<file path="src/sv/bsfe_pkg.sv">
// ----------------------------------------------------------------------------
// bsfe_pkg: shared types and constants of the byte stuffing frame encoder
// Item and result structs, opcodes, framing bytes and the job record that
// travels from the front classifier to the back byte sequencer.
// ----------------------------------------------------------------------------
package bsfe_pkg;

  localparam logic [1:0] OP_START = 2'd0;
  localparam logic [1:0] OP_DATA  = 2'd1;
  localparam logic [1:0] OP_END   = 2'd2;

  localparam logic [7:0] FLAG_BYTE = 8'h7e;
  localparam logic [7:0] ESC_BYTE  = 8'h7d;
  localparam logic [7:0] ESC_XOR   = 8'h20;
  localparam logic [7:0] BYTE_MASK = 8'hff;

  localparam int unsigned MaxBytes = 3;

  typedef struct packed {
    logic [1:0] opcode;
    logic [7:0] command;
    logic [7:0] device_id;
    logic [7:0] data_byte;
  } in_item_t;

  typedef struct packed {
    logic [7:0] out_byte;
    logic       run_last;
  } out_item_t;

  // Line bytes of one item; last_idx is the index of its final byte.
  typedef struct packed {
    logic [MaxBytes-1:0][7:0] bytes;
    logic [1:0]               last_idx;
  } job_t;

  function automatic logic needs_escape(input logic [7:0] value);
    return (value == FLAG_BYTE) || (value == ESC_BYTE);
  endfunction

endpackage

</file>
<file path="src/sv/bsfe_front.sv">
// ----------------------------------------------------------------------------
// bsfe_front: item classifier and check accumulator
// Turns each accepted item into a job of up to three line bytes and keeps the
// running XOR of the bytes sent since the last start item.
// ----------------------------------------------------------------------------
module bsfe_front (
  input  logic              clk,
  input  logic              rst,
  input  logic              take,
  input  bsfe_pkg::in_item_t item,
  output logic              job_valid,
  output bsfe_pkg::job_t    job
);
  import bsfe_pkg::*;

  logic [7:0] check_acc;
  logic [7:0] check_acc_next;
  logic [7:0] header;
  logic [7:0] check;

  assign header = item.command | item.device_id;
  assign check  = ~check_acc & BYTE_MASK;

  always_comb begin
    job            = '0;
    job_valid      = 1'b0;
    check_acc_next = check_acc;
    unique case (item.opcode)
      OP_START: begin
        job_valid      = 1'b1;
        job.bytes[0]   = FLAG_BYTE;
        job.bytes[1]   = header;
        job.last_idx   = 2'd1;
        check_acc_next = header;
      end
      OP_DATA: begin
        job_valid = 1'b1;
        if (needs_escape(item.data_byte)) begin
          job.bytes[0]   = ESC_BYTE;
          job.bytes[1]   = item.data_byte ^ ESC_XOR;
          job.last_idx   = 2'd1;
          check_acc_next = check_acc ^ ESC_BYTE ^ (item.data_byte ^ ESC_XOR);
        end else begin
          job.bytes[0]   = item.data_byte;
          job.last_idx   = 2'd0;
          check_acc_next = check_acc ^ item.data_byte;
        end
      end
      OP_END: begin
        job_valid = 1'b1;
        // check byte is not folded back into the accumulator
        if (needs_escape(check)) begin
          job.bytes[0] = ESC_BYTE;
          job.bytes[1] = check ^ ESC_XOR;
          job.bytes[2] = FLAG_BYTE;
          job.last_idx = 2'd2;
        end else begin
          job.bytes[0] = check;
          job.bytes[1] = FLAG_BYTE;
          job.last_idx = 2'd1;
        end
      end
      default: begin
        // unused opcode: drop, no bytes
        job_valid = 1'b0;
      end
    endcase
  end

  always_ff @(posedge clk) begin
    if (rst) begin
      check_acc <= '0;
    end else if (take) begin
      check_acc <= check_acc_next;
    end
  end

endmodule

</file>
<file path="src/sv/bsfe_queue.sv">
// ----------------------------------------------------------------------------
// bsfe_queue: short job queue between front and back
// Flip-flop FIFO of job records; lets the front keep accepting while the
// back is still sending bytes of earlier items.
// ----------------------------------------------------------------------------
module bsfe_queue #(
  parameter int unsigned DEPTH = 2
) (
  input  logic           clk,
  input  logic           rst,
  input  logic           wr_en,
  input  bsfe_pkg::job_t wr_job,
  output logic           full,
  input  logic           rd_en,
  output logic           rd_valid,
  output bsfe_pkg::job_t rd_job
);
  import bsfe_pkg::*;

  localparam int unsigned PtrW = (DEPTH > 1) ? $clog2(DEPTH) : 1;
  localparam int unsigned CntW = $clog2(DEPTH + 1);
  localparam logic [PtrW-1:0] LastPtr = PtrW'(DEPTH - 1);
  localparam logic [CntW-1:0] FullCnt = CntW'(DEPTH);

  job_t            store [DEPTH];
  logic [PtrW-1:0] wr_ptr;
  logic [PtrW-1:0] rd_ptr;
  logic [CntW-1:0] count;
  logic            do_wr;
  logic            do_rd;

  assign full     = (count == FullCnt);
  assign rd_valid = (count != '0);
  assign rd_job   = store[rd_ptr];
  assign do_wr    = wr_en && !full;
  assign do_rd    = rd_en && rd_valid;

  always_ff @(posedge clk) begin
    if (do_wr) begin
      store[wr_ptr] <= wr_job;
    end
  end

  always_ff @(posedge clk) begin
    if (rst) begin
      wr_ptr <= '0;
      rd_ptr <= '0;
      count  <= '0;
    end else begin
      if (do_wr) begin
        wr_ptr <= (wr_ptr == LastPtr) ? '0 : wr_ptr + 1'b1;
      end
      if (do_rd) begin
        rd_ptr <= (rd_ptr == LastPtr) ? '0 : rd_ptr + 1'b1;
      end
      if (do_wr && !do_rd) begin
        count <= count + 1'b1;
      end else if (do_rd && !do_wr) begin
        count <= count - 1'b1;
      end
    end
  end

endmodule

</file>
<file path="src/sv/bsfe_back.sv">
// ----------------------------------------------------------------------------
// bsfe_back: line byte sequencer with output register
// Walks the bytes of the job at the queue head, one per cycle unless a
// held result stalls, into a registered slot the consumer drains with pop.
// ----------------------------------------------------------------------------
module bsfe_back (
  input  logic               clk,
  input  logic               rst,
  input  logic               job_valid,
  input  bsfe_pkg::job_t     job,
  output logic               job_done,
  output logic               empty,
  input  logic               pop,
  output bsfe_pkg::out_item_t result
);
  import bsfe_pkg::*;

  logic [1:0] idx;
  logic       out_valid;
  logic       load;
  logic       at_last;

  assign load     = !out_valid || pop;
  assign at_last  = (idx == job.last_idx);
  assign job_done = load && job_valid && at_last;
  assign empty    = !out_valid;

  always_ff @(posedge clk) begin
    if (load && job_valid) begin
      result.out_byte <= job.bytes[idx];
      result.run_last <= at_last;
    end
  end

  always_ff @(posedge clk) begin
    if (rst) begin
      out_valid <= 1'b0;
      idx       <= '0;
    end else if (load) begin
      out_valid <= job_valid;
      if (job_valid) begin
        // advance within the job, rewind once its last byte is out
        idx <= at_last ? 2'd0 : idx + 2'd1;
      end
    end
  end

endmodule

</file>
<file path="src/sv/byte_stuffing_frame_encoder_core.sv">
// ----------------------------------------------------------------------------
// byte_stuffing_frame_encoder_core: HDLC-style byte stuffing frame encoder
// Start items open a frame with flag and header, payload bytes are escaped
// where needed, end items close with an escaped inverted XOR check and a flag.
// ----------------------------------------------------------------------------
//  channel  | handshake          | payload
//  ---------+--------------------+------------------------------------------
//  item     | push / full        | opcode, command, device_id, data_byte
//  result   | pop / empty        | out_byte, run_last
//
//  One line byte leaves per cycle through the output register while the
//  consumer pops, and the back sequencer sets that rate; an item yields one
//  to three bytes (start two, payload byte one or two, end two or three).
//  An item is taken in any cycle the job queue has room, also while results wait.
//  Reset clears the check accumulator, the queue and the output slot.
//  An unused opcode is taken and sends nothing.
// ----------------------------------------------------------------------------
module byte_stuffing_frame_encoder_core #(
  parameter int unsigned QUEUE_DEPTH = 2
) (
  input  logic                clk,
  input  logic                rst,
  input  logic                push,
  output logic                full,
  input  bsfe_pkg::in_item_t  item,
  output logic                empty,
  input  logic                pop,
  output bsfe_pkg::out_item_t result
);
  import bsfe_pkg::*;

  logic q_full;
  logic take;
  logic front_valid;
  job_t front_job;
  logic head_valid;
  job_t head_job;
  logic head_done;

  assign full = q_full;
  assign take = push && !q_full;

  bsfe_front u_front (
    .clk       (clk),
    .rst       (rst),
    .take      (take),
    .item      (item),
    .job_valid (front_valid),
    .job       (front_job)
  );

  bsfe_queue #(
    .DEPTH (QUEUE_DEPTH)
  ) u_queue (
    .clk      (clk),
    .rst      (rst),
    .wr_en    (take && front_valid),
    .wr_job   (front_job),
    .full     (q_full),
    .rd_en    (head_done),
    .rd_valid (head_valid),
    .rd_job   (head_job)
  );

  bsfe_back u_back (
    .clk       (clk),
    .rst       (rst),
    .job_valid (head_valid),
    .job       (head_job),
    .job_done  (head_done),
    .empty     (empty),
    .pop       (pop),
    .result    (result)
  );

endmodule

</file>
<file path="config.mk">
export PLATFORM = sky130hd
export DESIGN_NAME = byte_stuffing_frame_encoder_core
export DESIGN_NICKNAME = d
export VERILOG_FILES = /design/src/sv/bsfe_pkg.sv /design/src/sv/bsfe_front.sv /design/src/sv/bsfe_queue.sv /design/src/sv/bsfe_back.sv /design/src/sv/byte_stuffing_frame_encoder_core.sv
export SDC_FILE = /design/constraint.sdc
export NUM_CORES = 1
export LEC_CHECK = 0
export ABC_AREA = 0
export BUFFER_PORTS_ARGS = -buffer_cell sky130_fd_sc_hd__buf_4
export CAP_MARGIN = 20
export CELL_PAD_IN_SITES_DETAIL_PLACEMENT = 1
export CELL_PAD_IN_SITES_GLOBAL_PLACEMENT = 1
export CORE_MARGIN = 10
export CORE_UTILIZATION = 25
export CTS_CLUSTER_DIAMETER = 80
export CTS_CLUSTER_SIZE = 14
export DETAILED_ROUTE_END_ITERATION = 16
export PLACE_DENSITY_LB_ADDON = 0.1
export SLEW_MARGIN = 10
export SYNTH_ARGS = -nofsm -noshare
export SYNTH_HDL_FRONTEND = slang
export SYNTH_SLANG_ARGS = --single-unit
export TNS_END_PERCENT = 1
</file>
<file path="constraint.sdc">
create_clock -name clk -period 2.6 [get_ports clk]
set_input_delay 0.78 -clock clk [delete_from_list [all_inputs] [get_ports clk]]
set_output_delay 0.78 -clock clk [all_outputs]
set_load 0.05 [all_outputs]
</file>
Word-level counts from Yosys, hierarchy flattened

Memory sizes are Yosys's and may differ from the RTL's. A register that Yosys moved wholly into a read port is not among the register bits.
Cells that the tools add are included.

Register bits: 24
Latch bits: 0
RAM bits: 50
Bits in read-only memories: 0
Input port bits: 30
Word-level logic and storage cells: 72
Memories kept: 1

Memory list:

| memory        | words | width | read ports | clocked after memory_dff | write ports | line             | RTL |
|---|---|---|---|---|---|---|---|
| u_queue.store | 2     | 25    | 1          | 1                        | 1           | bsfe_queue.sv:25 | `job_t store [DEPTH];` |

$add $sub $neg: 5
$mul: 0
Divide/modulo/power cells: 0
Magnitude comparators: 1
Equality and inequality tests: 8
Shift operators: 0
Mux-type cells: 20
Bitwise logic cells: 7
Reduce and logical (&&, ||, !) cells: 22

Operators with widths:

| kind                                                                   | number |
|---|---|
| 18-bit case mux with 3 select lines                                    | 1 |
| 8-bit by 7-bit equality test with 1-bit output (second input constant) | 4 |
| 8-bit two-way mux                                                      | 3 |
| 18-bit two-way mux                                                     | 1 |
| 8-bit binary-select mux with 2-bit select                              | 1 |
| 8-bit case mux with 2 select lines                                     | 1 |
| 8-bit bitwise XOR                                                      | 2 |
| 7-bit two-way mux                                                      | 2 |
| 10-bit two-way mux                                                     | 1 |
| 1-bit logical AND                                                      | 8 |
| 8-bit NOT                                                              | 1 |
| 8-bit bitwise OR                                                       | 1 |
| 1-bit two-way mux                                                      | 7 |
| 2-bit two-way mux                                                      | 3 |
| 6-bit NOT                                                              | 1 |
| 2-bit nonzero test                                                     | 3 |
| 2-bit by 1-bit adder with 2-bit output (second input constant)         | 2 |
| 2-bit equality test (second input constant)                            | 2 |
| 1-bit logical NOT                                                      | 4 |
| 2-bit AND reduction                                                    | 2 |
| 1-bit logical OR                                                       | 3 |
| 2-bit by 3-bit < comparator with 1-bit output (second input constant)  | 1 |
| 3-bit OR reduction                                                     | 1 |
| 1-bit adder (second input constant)                                    | 2 |
| other kinds (5)                                                        | 6 |

Logic depth before layout (Yosys ltp)

Depth after elaboration: 9
Depth in mapped cells: 9
Depth with buffers taken out: 8

Hierarchy

From an unflattened synthesis, not the netlist that was laid out.

Cells, all modules: 317
Area, all modules: 3,712.3 um^2

Modules (own cells, without submodules):

| module                           | instances | cells each | area an instance (um^2) |
|---|---|---|---|
| bsfe_queue                       | 1         | 106        | 2,092.0 |
| bsfe_front                       | 1         | 149        | 965.9 |
| bsfe_back                        | 1         | 60         | 639.4 |
| byte_stuffing_frame_encoder_core | 1         | 2          | 15.0 |

Worst setup path after synthesis

OpenSTA, ideal clock, no wires.

Path type: input to register
From: input port item[25] (netlist bit)
To: memory u_queue.store[0][0] (netlist bit), enable pin
Library setup time: 0.395 ns
Data arrival time: 2.212 ns
Slack: -0.007 ns
Stages on the path: 3
Buffers on the path: 1
Cell sequence: buf_2 -> a211oi_1 -> nor2b_1

Cells in the longest elaborated chain, start to end: 7
Elaborated cells between the ends (all ways): 9
Classes of those cells: eq/ne (2); mux (3); reduce/logical (4)

RTL lines:

| item                                                                   | line                                   | RTL |
|---|---|---|
| start: declaration                                                     | byte_stuffing_frame_encoder_core.sv:25 | `input bsfe_pkg::in_item_t item,` |
| 2-bit by 1-bit equality test with 1-bit output (tied with other cells) | bsfe_front.sv:28                       | `unique case (item.opcode)` |
| 3-bit OR reduction (no source line) (*)                                | --                                     |  |
| 1-bit two-way mux (*)                                                  | bsfe_front.sv:28                       |  |
| 1-bit logical AND (*)                                                  | byte_stuffing_frame_encoder_core.sv:57 | `.wr_en (take && front_valid),` |
| 1-bit logical AND (*)                                                  | bsfe_queue.sv:35                       | `assign do_wr = wr_en && !full;` |
| named net u_queue.do_wr                                                | bsfe_queue.sv:29                       | `logic do_wr;` |
| 1-bit two-way mux (*)                                                  | bsfe_queue.sv:39                       | `if (do_wr) begin` |
| 1-bit two-way mux (not written as such) (*)                            | bsfe_queue.sv:40                       | `store[wr_ptr] <= wr_job;` |
| end: declaration                                                       | bsfe_queue.sv:25                       |  |

Mark *: on every way through the listed nets, which the timed path passes. The rest lies on a longest branch.

==> impl_metrics.json <==
{
  "cts.sinks": 61,
  "drive_above_1_share_pct": 25.2,
  "status": "finished clean",
  "period_share_pct": 82.1,
  "grt_overflow": 0,
  "cp-start-kind": "flop",
  "postCtsSetupBuffers": 0,
  "ys_ff_latch": 61,
  "diodes": 0,
  "syn_area_um2": 2930,
  "cts_resized": 0,
  "wl_um": 7580,
  "max_freq_mhz": 468,
  "yosys_warnings": 0,
  "end_kind": "flop",
  "cts_hold_buffers": 0,
  "die-area_um2": 16500,
  "power.density_nw_per_um2": 995,
  "crit_required_ps": 2860,
  "slew_violations": 0,
  "hold_class": "reg2reg",
  "io_buffers": 40,
  "grt_max_degree": 26,
  "p_seq_share_pct": 36.9,
  "clk_pin_slew_worst_paths_ps": 60,
  "cts_buffers": 9,
  "num_io_pins": 41,
  "critical_path_class": "reg2reg",
  "internal-power_uw": 2550,
  "first_pass_iters": 4,
  "rows": 39,
  "swShare_pct": 32.2,
  "synth_cell_types": 43,
  "start_util_pct": 25.6,
  "remaining_drc_errors": 0,
  "dp_hpwl_um": 5660,
  "crit_chain": "mux2_4, xor2_2, nor3b_4, inv_1, ha_1, or3_1, a21oi_1",
  "critPathMaxFanout": 4,
  "cpMaxStageDelayCell": "dfxtp_1",
  "tightest_slew_ps": 445,
  "p_leak_uw": 0.00140,
  "synth_edf_count": 45,
  "period_needed_ps": 2130,
  "maxCapViolCount": 0,
  "yosysSeqAreaShare_pct": 57.0,
  "grt_pass1_wl_um": 12700,
  "grt_pass1_vias": 2338,
  "wl_per_cell_um": 17.1,
  "via_per_inst": 4.72,
  "combPwrFrac_pct": 31.7,
  "layout_commonest_cell": "buf_4",
  "syn-num-nets": 275,
  "nets": 327,
  "syn_to_final_growth_pct": 28.9,
  "post-route-util_pct": 33.0,
  "placedCellCount": 428,
  "clock_path_buffers": 2,
  "hold_viol_final": 0,
  "relSlewSlack_pct": 70.3,
  "worst_ep_arrival_time_ps": 2390,
  "finalSetupTns_ps": 0,
  "die_x_um": 128,
  "fin_skew_ps": 7.11,
  "antenna_left": 0,
  "power.share.clock_pct": 31.4,
  "coreArea_um2": 11500,
  "cts_tree": "built",
  "avgSynthCellArea_um2": 12.0,
  "rsz0062_at_grt": "no",
  "switching_power_uw": 1210,
  "async_reset_ff_share_pct": 0,
  "max_stage_delay_ps": 420,
  "antenna_found_initial": 0,
  "fin_cells": 444,
  "final_cell_mix": "buf_4 (53), edfxtp_1 (45), o21ai_0 (18), dfxtp_1 (16), nor3_1 (15)",
  "clock_latency_ps": 330,
  "fillers": 1262,
  "grtUsageTotal_pct": 9.89,
  "ir_worst_vdd_mv": 0.413,
  "crit_family": "simple AND/OR/NAND/NOR gates",
  "synthCells": 244,
  "ys.flop_type": "edfxtp_1",
  "num_vias": 2094,
  "setup_viol": 0,
  "die_y_um": 128,
  "drt_iter0_drc": 72,
  "cts_root_buf": "clkbuf_16",
  "gp_congestion": 0.725,
  "cp.buffers_inverters": 1,
  "cts.htree.levels": 3
}
## area by class of cell
class | instances | area (um^2) | area share [%]
Multi-Input combinational cell | 156 | 1150 | 30.4
Inverter | 13 | 48.8 | 1.29
Sequential cell | 61 | 1670 | 44.2
Timing Repair Buffer | 55 | 438 | 11.6
Clock buffer | 12 | 246 | 6.52
Tap cell | 143 | 179 | 4.74
Clock inverter | 4 | 47.5 | 1.26
## logic make-up after synthesis
family	share of synthesized area [%]
AOI/OAI and AO/OA	12.5
xor gates and xnor gates	3.54
adders and majority gates	0.427
buffers and inverters	3.89
DFF	57.0
muxes	8.80
and+or+nand+nor	13.8
## state kept, by name (all words and copies together), names as in the netlist, named ones only
register,count
u_back.idx,2
u_back.out_valid,1
u_back.result,9
u_front.check_acc,8
u_queue.count,2
u_queue.rd_ptr,1
u_queue.store,36
u_queue.wr_ptr,1
## layer usage
layer | up-vias | wire length, um | GRT usage [%]
li1 | 1022 | - | -
met1 | 1024 | 3490 | 12.0
met2 | 41 | 3600 | 15.6
met3 | 7 | 409 | 3.80
met4 | 0 | 78 | 3.58
met5 | - | 0 | 0
## worst min-delay path, stage by stage, from the launching register on
cell	delay, ps
dfxtp_1	330
o21ai_0	80
a21oi_1	60
## stage by stage
| step | hold WS, ps | worst slack (ps) | total power, uW | instance area [um^2] |
|---|---|---|---|---|
| floorplan | 472 | 104 | 2220 | 2930 |
| global placement | 516 | 326 | 2620 | 3480 |
| detailed placement | 533 | 268 | 2630 | 3480 |
| CTS | 540 | 442 | 3830 | 3780 |
| global route | 588 | 320 | 3990 | 3780 |
| finish | 531 | 465 | 3760 | 3780 |
## worst paths after layout
kind / slack (ps) / cells after the start / startpoint / end
hold reg to reg: 530 / 2 / u_front.check_acc[7] / u_front.check_acc[7]
setup / recovery: 470 / 7 / flop / u_queue.count[1]
hold / removal: 530 / 2 / u_front.check_acc[7] / u_front.check_acc[7]
setup reg to reg: 470 / 7 / flop / u_queue.count[1]
## synthesized netlist by cell type (2+ instances only)
cell / number / area, um^2
a211oi_1: 4 / 30.0
a21oi_1: 14 / 70.1
a311oi_1: 4 / 35.0
and2_1: 2 / 12.5
buf_1: 2 / 7.51
buf_2: 4 / 20.0
clkbuf_1: 7 / 26.3
dfxtp_1: 16 / 320
edfxtp_1: 45 / 1350
inv_1: 13 / 48.8
mux2_2: 2 / 22.5
mux4_1: 8 / 210
nand2_1: 7 / 26.3
nand2b_1: 6 / 37.5
nand3_1: 2 / 10.0
nand3b_1: 2 / 15.0
nand4_1: 2 / 12.5
nor2_1: 13 / 48.8
nor2b_1: 9 / 56.3
nor3_1: 15 / 75.1
nor4_1: 4 / 25.0
o21a_1: 5 / 37.5
o21ai_0: 18 / 90.1
o21bai_1: 2 / 15.0
o22ai_1: 2 / 12.5
o31ai_1: 5 / 37.5
or3_1: 7 / 43.8
xnor2_1: 5 / 43.8
xor2_1: 5 / 43.8
## power groups by stage
stage	clock (uW)	sequential, uW	combinational, uW
final	1180	1390	1190
after floorplan	0	1610	603
after global placement	0	1410	1210
after CTS	1210	1390	1220
after global routing	1260	1410	1310
after detailed placement	0	1410	1220
(Power assumes the default switching activity.)
